File: src/sv/fqd_pkg.sv
// types and constants of the fifo queue with delete
package fqd_pkg;

    localparam int DEPTH     = 16;
    localparam int TAG_WIDTH = 32;
    localparam int ITEM_W    = 32;
    localparam int TAKEN_W   = 32;
    localparam int LEN_W     = 5;
    localparam int CNT_W     = $clog2(DEPTH + 1);

    localparam int CQ_DEPTH  = 2;
    localparam int CQ_PTR_W  = $clog2(CQ_DEPTH);
    localparam int CQ_CNT_W  = $clog2(CQ_DEPTH + 1);

    localparam logic [1:0] CMD_ENQ = 2'd0;
    localparam logic [1:0] CMD_DEQ = 2'd1;
    localparam logic [1:0] CMD_DEL = 2'd2;

    localparam logic ST_OK  = 1'b0;
    localparam logic ST_ERR = 1'b1;

    typedef logic [TAG_WIDTH-1:0] tag_t;

    typedef enum logic [1:0] {
        OP_ENQ,
        OP_DEQ,
        OP_DEL,
        OP_REJ
    } op_t;

    typedef struct packed {
        logic [1:0]        cmd;
        logic [ITEM_W-1:0] item;
    } req_t;

    typedef struct packed {
        logic               status;
        logic [TAKEN_W-1:0] taken;
        logic [LEN_W-1:0]   length;
    } rsp_t;

    typedef struct packed {
        op_t  op;
        tag_t tag;
    } op_req_t;

endpackage

File: src/sv/fqd_front.sv
// front end: takes request transactions and classifies them into operations
module fqd_front
    import fqd_pkg::*;
(
    input  logic    req_valid,
    output logic    req_stall,
    input  req_t    req,
    input  logic    full,
    output logic    push,
    output op_req_t push_data
);

    tag_t tag;

    always_comb
    begin
        tag            = TAG_WIDTH'(req.item);
        push_data.tag  = tag;
        unique case (req.cmd)
            CMD_ENQ: push_data.op = (tag != '0) ? OP_ENQ : OP_REJ;
            CMD_DEQ: push_data.op = OP_DEQ;
            CMD_DEL: push_data.op = (tag != '0) ? OP_DEL : OP_REJ;
            default: push_data.op = OP_REJ;
        endcase
    end

    assign req_stall = full;
    assign push      = req_valid && !full;

endmodule

File: src/sv/fqd_cmd_queue.sv
// short queue of classified operations between front and back
module fqd_cmd_queue
    import fqd_pkg::*;
(
    input  logic    clk,
    input  logic    rst_n,
    input  logic    push,
    input  op_req_t push_data,
    output logic    full,
    input  logic    pop,
    output logic    head_valid,
    output op_req_t head
);

    op_req_t               q_reg [CQ_DEPTH];
    logic [CQ_PTR_W-1:0]   wr_ptr_reg, wr_ptr_next;
    logic [CQ_PTR_W-1:0]   rd_ptr_reg, rd_ptr_next;
    logic [CQ_CNT_W-1:0]   fill_reg, fill_next;

    always_comb
    begin
        wr_ptr_next = wr_ptr_reg;
        rd_ptr_next = rd_ptr_reg;
        fill_next   = fill_reg;
        if (push)
        begin
            wr_ptr_next = (wr_ptr_reg == CQ_PTR_W'(CQ_DEPTH - 1)) ? '0 : wr_ptr_reg + 1'b1;
        end
        if (pop)
        begin
            rd_ptr_next = (rd_ptr_reg == CQ_PTR_W'(CQ_DEPTH - 1)) ? '0 : rd_ptr_reg + 1'b1;
        end
        if (push && !pop)
        begin
            fill_next = fill_reg + 1'b1;
        end
        else if (pop && !push)
        begin
            fill_next = fill_reg - 1'b1;
        end
    end

    always_ff @(posedge clk or negedge rst_n)
    begin
        if (!rst_n)
        begin
            wr_ptr_reg <= '0;
            rd_ptr_reg <= '0;
            fill_reg   <= '0;
        end
        else
        begin
            wr_ptr_reg <= wr_ptr_next;
            rd_ptr_reg <= rd_ptr_next;
            fill_reg   <= fill_next;
        end
    end

    always_ff @(posedge clk)
    begin
        if (push)
        begin
            q_reg[wr_ptr_reg] <= push_data;
        end
    end

    assign full       = (fill_reg == CQ_CNT_W'(CQ_DEPTH));
    assign head_valid = (fill_reg != '0);
    assign head       = q_reg[rd_ptr_reg];

endmodule

File: src/sv/fqd_back.sv
// back end: shift-register queue with a comparator per cell and the result register
module fqd_back
    import fqd_pkg::*;
(
    input  logic    clk,
    input  logic    rst_n,
    input  logic    head_valid,
    input  op_req_t head,
    output logic    pop,
    output logic    rsp_valid,
    input  logic    rsp_stall,
    output rsp_t    rsp
);

    tag_t             cell_reg [DEPTH];
    logic [CNT_W-1:0] count_reg, count_next;
    logic             rsp_valid_reg;
    rsp_t             rsp_reg, rsp_next;

    logic             exec;
    logic [DEPTH-1:0] hit;
    logic [DEPTH-1:0] del_mask;
    logic [DEPTH-1:0] shift_mask;
    logic             do_enq;
    logic             do_shift;

    assign exec = head_valid && (!rsp_valid_reg || !rsp_stall);
    assign pop  = exec;

    // per-cell compare, then prefix or so every cell from the first hit on shifts
    always_comb
    begin
        for (int i = 0; i < DEPTH; i++)
        begin
            hit[i] = (CNT_W'(i) < count_reg) && (cell_reg[i] == head.tag);
        end
        del_mask[0] = hit[0];
        for (int i = 1; i < DEPTH; i++)
        begin
            del_mask[i] = del_mask[i-1] | hit[i];
        end
    end

    always_comb
    begin
        do_enq          = 1'b0;
        do_shift        = 1'b0;
        shift_mask      = del_mask;
        count_next      = count_reg;
        rsp_next.status = ST_ERR;
        rsp_next.taken  = '0;
        unique case (head.op)
            OP_ENQ:
            begin
                if (count_reg != CNT_W'(DEPTH))
                begin
                    do_enq          = 1'b1;
                    count_next      = count_reg + 1'b1;
                    rsp_next.status = ST_OK;
                end
            end
            OP_DEQ:
            begin
                if (count_reg != '0)
                begin
                    do_shift        = 1'b1;
                    shift_mask      = '1;
                    count_next      = count_reg - 1'b1;
                    rsp_next.status = ST_OK;
                    rsp_next.taken  = TAKEN_W'(cell_reg[0]);
                end
            end
            OP_DEL:
            begin
                if (del_mask[DEPTH-1])
                begin
                    do_shift        = 1'b1;
                    count_next      = count_reg - 1'b1;
                    rsp_next.status = ST_OK;
                end
            end
            default:
            begin
                rsp_next.status = ST_ERR;
            end
        endcase
        rsp_next.length = LEN_W'(count_next);
    end

    for (genvar g = 0; g < DEPTH; g++)
    begin : g_cell
        always_ff @(posedge clk)
        begin
            if (exec && do_enq && (CNT_W'(g) == count_reg))
            begin
                cell_reg[g] <= head.tag;
            end
            else if (exec && do_shift && shift_mask[g])
            begin
                if (g < DEPTH - 1)
                begin
                    cell_reg[g] <= cell_reg[(g < DEPTH - 1) ? g + 1 : g];
                end
            end
        end
    end

    always_ff @(posedge clk or negedge rst_n)
    begin
        if (!rst_n)
        begin
            count_reg     <= '0;
            rsp_valid_reg <= 1'b0;
        end
        else
        begin
            if (exec)
            begin
                count_reg     <= count_next;
                rsp_valid_reg <= 1'b1;
            end
            else if (!rsp_stall)
            begin
                rsp_valid_reg <= 1'b0;
            end
        end
    end

    always_ff @(posedge clk)
    begin
        if (exec)
        begin
            rsp_reg <= rsp_next;
        end
    end

    assign rsp_valid = rsp_valid_reg;
    assign rsp       = rsp_reg;

endmodule

File: src/sv/fifo_queue_with_delete.sv
// top level of the fifo queue with delete by value
//
//   channel  dir  handshake              payload
//   req      in   req_valid / req_stall  req_t: cmd, item
//   rsp      out  rsp_valid / rsp_stall  rsp_t: status, taken, length
//
// one request transaction per cycle sustained while rsp_stall is low; every
// command runs in the back end, which shifts the affected cells at once
// each request passes the operation queue, then the result register
// req_stall rises only when the two-entry operation queue is full, which
// happens when rsp_stall holds the result register
// reset clears the queue length and all control; cell contents are not reset
module fifo_queue_with_delete
    import fqd_pkg::*;
(
    input  logic clk,
    input  logic rst_n,
    input  logic req_valid,
    output logic req_stall,
    input  req_t req,
    output logic rsp_valid,
    input  logic rsp_stall,
    output rsp_t rsp
);

    logic    full;
    logic    push;
    op_req_t push_data;
    logic    pop;
    logic    head_valid;
    op_req_t head;

    fqd_front u_front (
        .req_valid (req_valid),
        .req_stall (req_stall),
        .req       (req),
        .full      (full),
        .push      (push),
        .push_data (push_data)
    );

    fqd_cmd_queue u_cmd_queue (
        .clk        (clk),
        .rst_n      (rst_n),
        .push       (push),
        .push_data  (push_data),
        .full       (full),
        .pop        (pop),
        .head_valid (head_valid),
        .head       (head)
    );

    fqd_back u_back (
        .clk        (clk),
        .rst_n      (rst_n),
        .head_valid (head_valid),
        .head       (head),
        .pop        (pop),
        .rsp_valid  (rsp_valid),
        .rsp_stall  (rsp_stall),
        .rsp        (rsp)
    );

endmodule

File: config.mk
export PLATFORM = sky130hd
export DESIGN_NAME = fifo_queue_with_delete
export DESIGN_NICKNAME = d
export VERILOG_FILES = /design/src/sv/fqd_pkg.sv /design/src/sv/fqd_front.sv /design/src/sv/fqd_cmd_queue.sv /design/src/sv/fqd_back.sv /design/src/sv/fifo_queue_with_delete.sv
export SDC_FILE = /design/constraint.sdc
export NUM_CORES = 1
export LEC_CHECK = 0
export BUFFER_PORTS_ARGS = -buffer_cell sky130_fd_sc_hd__buf_2
export CORE_MARGIN = 8
export CORE_UTILIZATION = 55
export CTS_CLUSTER_SIZE = 8
export DETAILED_ROUTE_END_ITERATION = 10
export PLACE_DENSITY = 0.81
export SYNTH_ARGS = -nofsm -noshare
export SYNTH_HDL_FRONTEND = slang
export SYNTH_SLANG_ARGS = --single-unit
export TNS_END_PERCENT = 5
File: constraint.sdc
create_clock -name clk -period 7.3 [get_ports clk]
set_input_delay 0.365 -clock clk [delete_from_list [all_inputs] [get_ports clk]]
set_output_delay 0.365 -clock clk [all_outputs]
set_load 0.005 [all_outputs]
==> reports/metrics.yaml, run 1 <==
period_share: 0.8597
die_w_um: 265.3
reg2reg_depth: 13
cts_tree: "done"
yosysWarnings: 0
crit_cells: 13
die_area_um2: 70390
worst_pin_slew_ns: 1.483
numPortBuffers: 77
synthCells: 2491
synth_top_family_by_area: "multiplexers"
hp-class: "input pin to flop"
clock_latency_ns: 0.64
ctsResizeCount: 0
cp_max_fo: 32
cts-root-buf: "clkbuf_16"
grt_setup_unrepaired: "no"
slew_headroom: 0.01161
ys_ff_latch: 628
wl_um: 129300
status: "finished with violations"
ioPinCount: 78
leakagePower_uw: 0.01244
syn2layout_area_growth_pct: 13.33
synthArstFlopShare: 0.01592
ir_drop_v: 0.0002449
period_needed_ns: 6.276
hpwl_um: 90410
netlist_area_um2: 34190
fin_tns_setup_ns: 0
clk_pin_slew_worst_paths_ns: 0.05
skew_ns: 0.02002
failed_checks: "max-capacitance violations"
p_per_area_nw_per_um2: 422.7
drt-wirelength-per-cell_um: 36.76
path_buf_inv: 4
grt_pass1_vias: 23850
drtAntennaViolNets: 0
antenna_found_initial: 8
cp.required_ns: 7.67
synth_edf_count: 618
yosysUniqueCellTypes: 71
drc: 0
grt_max_degree: 39
synthSimpleGateAreaFrac: 0.08648
ys_seq_area_frac: 0.5502
synth_ff_type: "edfxtp_1"
synth_xor_area_frac: 0.1327
syn_area_per_cell_um2: 13.72
drive_gt1_frac: 0.1668
synth_fp_nets: 2539
start_util: 0.5550
cts_max_level: 3
cp-end-kind: "flop"
path_cells: "buf_12 > mux2i_4 > inv_1 > xnor2_1 > nand3_1 > nor3_1 > nor4_1 > nand2_1 > o21ai_2 > buf_4 > a211o_1 > buf_4 > mux2_1"
synth-compound-area-share: 0.02046
slew_viol_final: 0
crit_arrival_ns: 6.65
die_y_um: 265.3
path_common_cell: "buf_4"
setup_violations: 0
cts.sinks: 628
track_usage: 0.3604
placed_area_um2: 35960
finalHoldViolations: 0
rows: 91
crit_family: "buffers and inverters"
clk_path_buf_depth: 3
first_pass_iters: 5
largest_reg_flops: 512
core_um2: 61600
final_area_um2: 38740
cp-start-kind: "flop"
gp_congestion: 1.091
fillers: 4662
synthAdderAreaFrac: 0.003660
grt-ovfl-total: 0
fin_nets: 2691
cts_buffers: 88
via_count: 23900
drt_iter0_markers: 3370
via_per_inst: 6.794
fmax_ghz: 0.1593
cap_viol_max_count: 1
slowest_stage: "dfrtp_4"
critPathKind: "flop to flop"
grt_pass1_wl_um: 179900
min_delay_path_depth: 1
critPathMaxStageDelay_ns: 1.01
synthMuxAreaShare: 0.1805
## metal layers
| layer | vias up | part of all wire | wire length [um] | track usage |
|---|---|---|---|---|
| li1 | 9692 | - | - | - |
| met1 | 11890 | 0.37 | 47330 | 0.4457 |
| met2 | 1802 | 0.44 | 57490 | 0.5542 |
| met3 | 508 | 0.098 | 12640 | 0.07711 |
| met4 | 2 | 0.091 | 11830 | 0.2719 |
| met5 | - | 0.00010 | 13 | 0 |
## worst register-to-register path, stage by stage, from the launching register on
cell     delay (ns)
dfrtp_4        1.01
buf_12         0.30
mux2i_4        0.93
inv_1          0.65
xnor2_1        0.28
nand3_1        0.12
nor3_1         0.07
nor4_1         0.61
nand2_1        0.14
o21ai_2        0.71
buf_4          0.32
a211o_1        0.12
buf_4          0.36
mux2_1         0.40
## timing repair
action,4_1_cts,5_1_grt
setup buffers,0,0
hold buffers,31,0
endpoints found under the hold margin,69,0
setup endpoints to repair,0,0
## stage by stage
stage / worst slack, ns / std cells / hold slack, ns / total power (uW) / utilization
floorplan: 1.639 / 2491 / 0.06941 / 9447 / -
global placement: 1.168 / 3359 / 0.2788 / 12270 / 0.5838
detailed placement: 1.213 / 3359 / 0.2792 / 12320 / 0.5838
CTS: 1.182 / 3511 / 0.005586 / 16130 / 0.6287
global route: 0.8009 / 3511 / 0.009275 / 16740 / 0.6287
finish: 1.024 / 3517 / 0.03411 / 16380 / 0.6290
## cells by family (layout without fill, tap and decap cells)
group                    Yosys count  in the layout
flip-flops                       628            628
AND/OR/NAND/NOR                  523            523
XOR/XNOR                         518            518
multiplexers                     516            516
buffers and inverters            193            376
AO/OA/AOI/OAI                    103            103
adder cells (fa/ha/maj)           10             10
other                              0              6
## power by group
group | internal (uW) | total, uW | switching (uW)
Clock | 2250 | 3800 | 1550
Sequential | 4890 | 5290 | 397
Combinational | 2550 | 7290 | 4750
Total | 9690 | 16400 | 6690
## area by class of cell
cell class / instances / area (um^2) / area share
antenna: 6 / 15.01 / 0.0003875
clock buffer: 115 / 2346 / 0.06055
clock inverter: 6 / 107.6 / 0.002777
inverter: 47 / 176.4 / 0.004554
multi-input combinational: 1670 / 14730 / 0.3802
sequential: 628 / 18810 / 0.4856
tap: 837 / 1047 / 0.02703
timing repair buffer: 208 / 1509 / 0.03895
## final timing paths
check,from,slack [ns],end
worst min register to register,u_back.rsp_valid,0.53,u_back.rsp_valid
min in group asynchronous,rst_n,0.17,u_cmd_queue.fill_reg[1]
max in group asynchronous,rst_n,6.83,u_cmd_queue.rd_ptr_reg
worst max register to register,u_cmd_queue.rd_ptr_reg,1.02,u_back.cell_reg[1][95]
worst min-delay path,req[10],0.03,u_cmd_queue.q_reg[0][10]
worst max-delay path,u_cmd_queue.rd_ptr_reg,1.02,u_back.cell_reg[1][95]
## placed cells by master, fill, tap and decap left out, drive strengths merged, types with 3 or more instances in the layout
master | Yosys | layout
nor4 | 199 | 199
dfrtp | 10 | 10
or3 | 9 | 9
o21bai | 5 | 5
nor2 | 69 | 69
and3 | 39 | 39
mux2i | 35 | 35
nand2 | 44 | 44
nor3b | 4 | 4
or2 | 3 | 3
mux2 | 481 | 481
xnor2 | 516 | 516
edfxtp | 618 | 618
o21ai | 25 | 25
inv | 46 | 48
clkbuf | 57 | 115
buf | 89 | 177
clkinv | 1 | 4
dlygate4sd3 | 0 | 31
nand2b | 8 | 8
a21oi | 20 | 20
diode | 0 | 6
o22ai | 5 | 5
nor3 | 53 | 53
a2111oi | 8 | 8
nand4 | 51 | 51
a31oi | 6 | 6
a211oi | 3 | 3
nand3b | 4 | 4
o2bb2ai | 4 | 4
nand3 | 29 | 29
ha | 10 | 10
## synth_stat cells, drive strengths merged, types with 20 or more instances
cell | number | area (um^2)
a21oi | 20 | 100.1
and3 | 39 | 244.0
buf | 89 | 500.5
clkbuf | 57 | 214.0
edfxtp | 618 | 18560
inv | 46 | 172.7
mux2 | 481 | 5529
mux2i | 35 | 640.6
nand2 | 44 | 165.2
nand3 | 29 | 145.1
nand4 | 51 | 319.1
nor2 | 69 | 259.0
nor3 | 53 | 275.3
nor4 | 199 | 1260
o21ai | 25 | 125.1
xnor2 | 516 | 4519
Note: power is estimated with default switching activity, not from simulation.
==> run 2, diff against run 1 <==
Settings changed: CAP_MARGIN from default to 20, CTS_BUF_LIST from default to sky130_fd_sc_hd__clkbuf_2 sky130_fd_sc_hd__clkbuf_4 sky130_fd_sc_hd__clkbuf_8.
==> run 2 against run 1 <==
Net effect:
- the flow now finishes without violations
- largest cell class unchanged
- sequential power is essentially flat
- count of clock-buffer cells in the layout rose by 41
- clock skew increased by 0.023 ns
- flip-flop and latch count is the same
- largest power group unchanged
- hold slack gained 0.029 ns
- sequential share of layout area barely moved
- non-clock buffer count increased by 14
- critical endpoint is now u_back.cell_reg[1][63]
- routed wire length fell by 0.37%
- total power shrank 3.0%
- die area stayed put
- design area decreased by 0.10%
- highest routed layer is now met4
- core utilization fell by 0.063 points
==> reports/metrics.yaml, run 2 (synthesis gave the netlist of run 1 again) <==
status: "completed"
cts_max_level: 3
fmax_ghz: 0.1612
multi_input_area_um2: 14730
crit_path_end: "u_back.cell_reg[1][63]"
final_cell_mix: "edfxtp_1 (618), xnor2_1 (516), mux2_1 (376), nor4_1 (198), clkbuf_8 (111)"
slew_viol_final: 0
hpwl_um: 91830
track_usage: 0.3594
hp-class: "input pin to flop"
die_area_um2: 70390
utilization: 0.6283
grt_max_degree: 39
fin_tns_setup_ns: 0
fin_ws_ns: 1.096
crit_arrival_ns: 6.68
via_count: 23900
ir_drop_v: 0.0002169
final_common_cell: "edfxtp_1"
grt_setup_unrepaired: "no"
final_area_um2: 38700
drtAntennaViolNets: 0
skew_ns: 0.04327
cap_viol_max_count: 0
reg2reg_to: "u_back.cell_reg[1][63]"
cts_tree: "done"
reg2reg_depth: 13
fillers: 4644
total_power_uw: 15890
cp-start-kind: "flop"
cts-root-buf: "clkbuf_8"
timing.rr.start: "u_cmd_queue.rd_ptr_reg"
syn2layout_area_growth_pct: 13.21
die_y_um: 265.3
cts.sinks: 628
drt-wirelength-per-cell_um: 35.79
critPathKind: "flop to flop"
first_pass_iters: 7
period_needed_ns: 6.204
antenna_found_initial: 13
grt_pass1_wl_um: 179800
clk_pin_slew_worst_paths_ns: 0.06
leakagePower_uw: 0.01252
grt_pass1_vias: 23910
fin_nets: 2721
grt-ovfl-total: 0
ctsResizeCount: 0
die_w_um: 265.3
drt_iter0_markers: 3660
clock_latency_ns: 0.73
p_per_area_nw_per_um2: 410.5
post-place-ws_ns: 1.218
final-seq-area_um2: 18810
rows: 91
startpoint: "u_cmd_queue.rd_ptr_reg"
placed_area_um2: 36130
period_share: 0.8499
gp_congestion: 1.091
finalHoldViolations: 0
wl_um: 128800
core_um2: 61600
clk_path_buf_depth: 3
via_per_inst: 6.640
cts_buffers: 104
numPortBuffers: 77
start_util: 0.5550
cp-end-kind: "flop"
drive_gt1_frac: 0.1932
largest_reg_flops: 512
setup_violations: 0
ioPinCount: 78
drc: 0
worst_pin_slew_ns: 1.236
slew_headroom: 0.1581
cp_max_fo: 32
r2r_setup_slack_ns: 1.10
cp.required_ns: 7.78
[run 2: cell type report]
class                      instances  share of cell area
tap                              837             0.02706
antenna                            9           0.0005819
timing repair buffer             222             0.04720
inverter                          47            0.004558
multi-input combinational       1670              0.3806
clock buffer                     156             0.04820
sequential                       628              0.4861
clock inverter                    30            0.005787
[run 2: routing by layer]
layer	wire, um	global-route usage
met5	0	0
met4	11140	0.2772
met3	12910	0.07480
met2	57200	0.5456
met1	47570	0.4493
[run 2: through the flow]
step	cells	hold WS [ns]
floorplan	2491	0.06941
global placement	3359	0.2788
detailed placement	3365	0.2745
CTS	3585	0.01957
global route	3591	0.06913
finish	3599	0.06361
[run 2: repair_timing]
| item | CTS | global route |
|---|---|---|
| hold endpoints to repair | 75 | 0 |
| buffers inserted | 0 | 0 |
| hold buffers | 34 | 0 |
[run 2: worst min-delay path by stage]
stage | from | to | slack [ns] | cells past startpoint
after floorplan | rst_n | u_back.count_reg[0] | 0.07 | 0
after global placement | rst_n | u_back.rsp_valid | 0.28 | 1
after detailed placement | rst_n | u_cmd_queue.fill_reg[1] | 0.27 | 1
after CTS | req_valid | u_cmd_queue.wr_ptr_reg | 0.02 | 3
after global routing | req[33] | u_cmd_queue.q_reg[0][33] | 0.07 | 3
final | req_valid | u_cmd_queue.wr_ptr_reg | 0.06 | 3
[run 2: power by group]
| part | switching (uW) | internal (uW) |
|---|---|---|
| Combinational | 4750 | 2670 |
| Clock | 1490 | 1700 |
| Sequential | 390 | 4880 |
[run 2: worst max-delay path: stages (launching register included)]
cell      delay (ns)
dfrtp_4         0.99
buf_12          0.29
mux2i_4         0.62
buf_4           0.36
xnor2_1         0.09
nor4_1          0.78
nand4_1         0.27
nor3_1          0.48
a211oi_1        0.20
and3_1          0.33
nor3b_1         0.22
or3b_2          0.51
buf_4           0.32
mux2_1          0.38
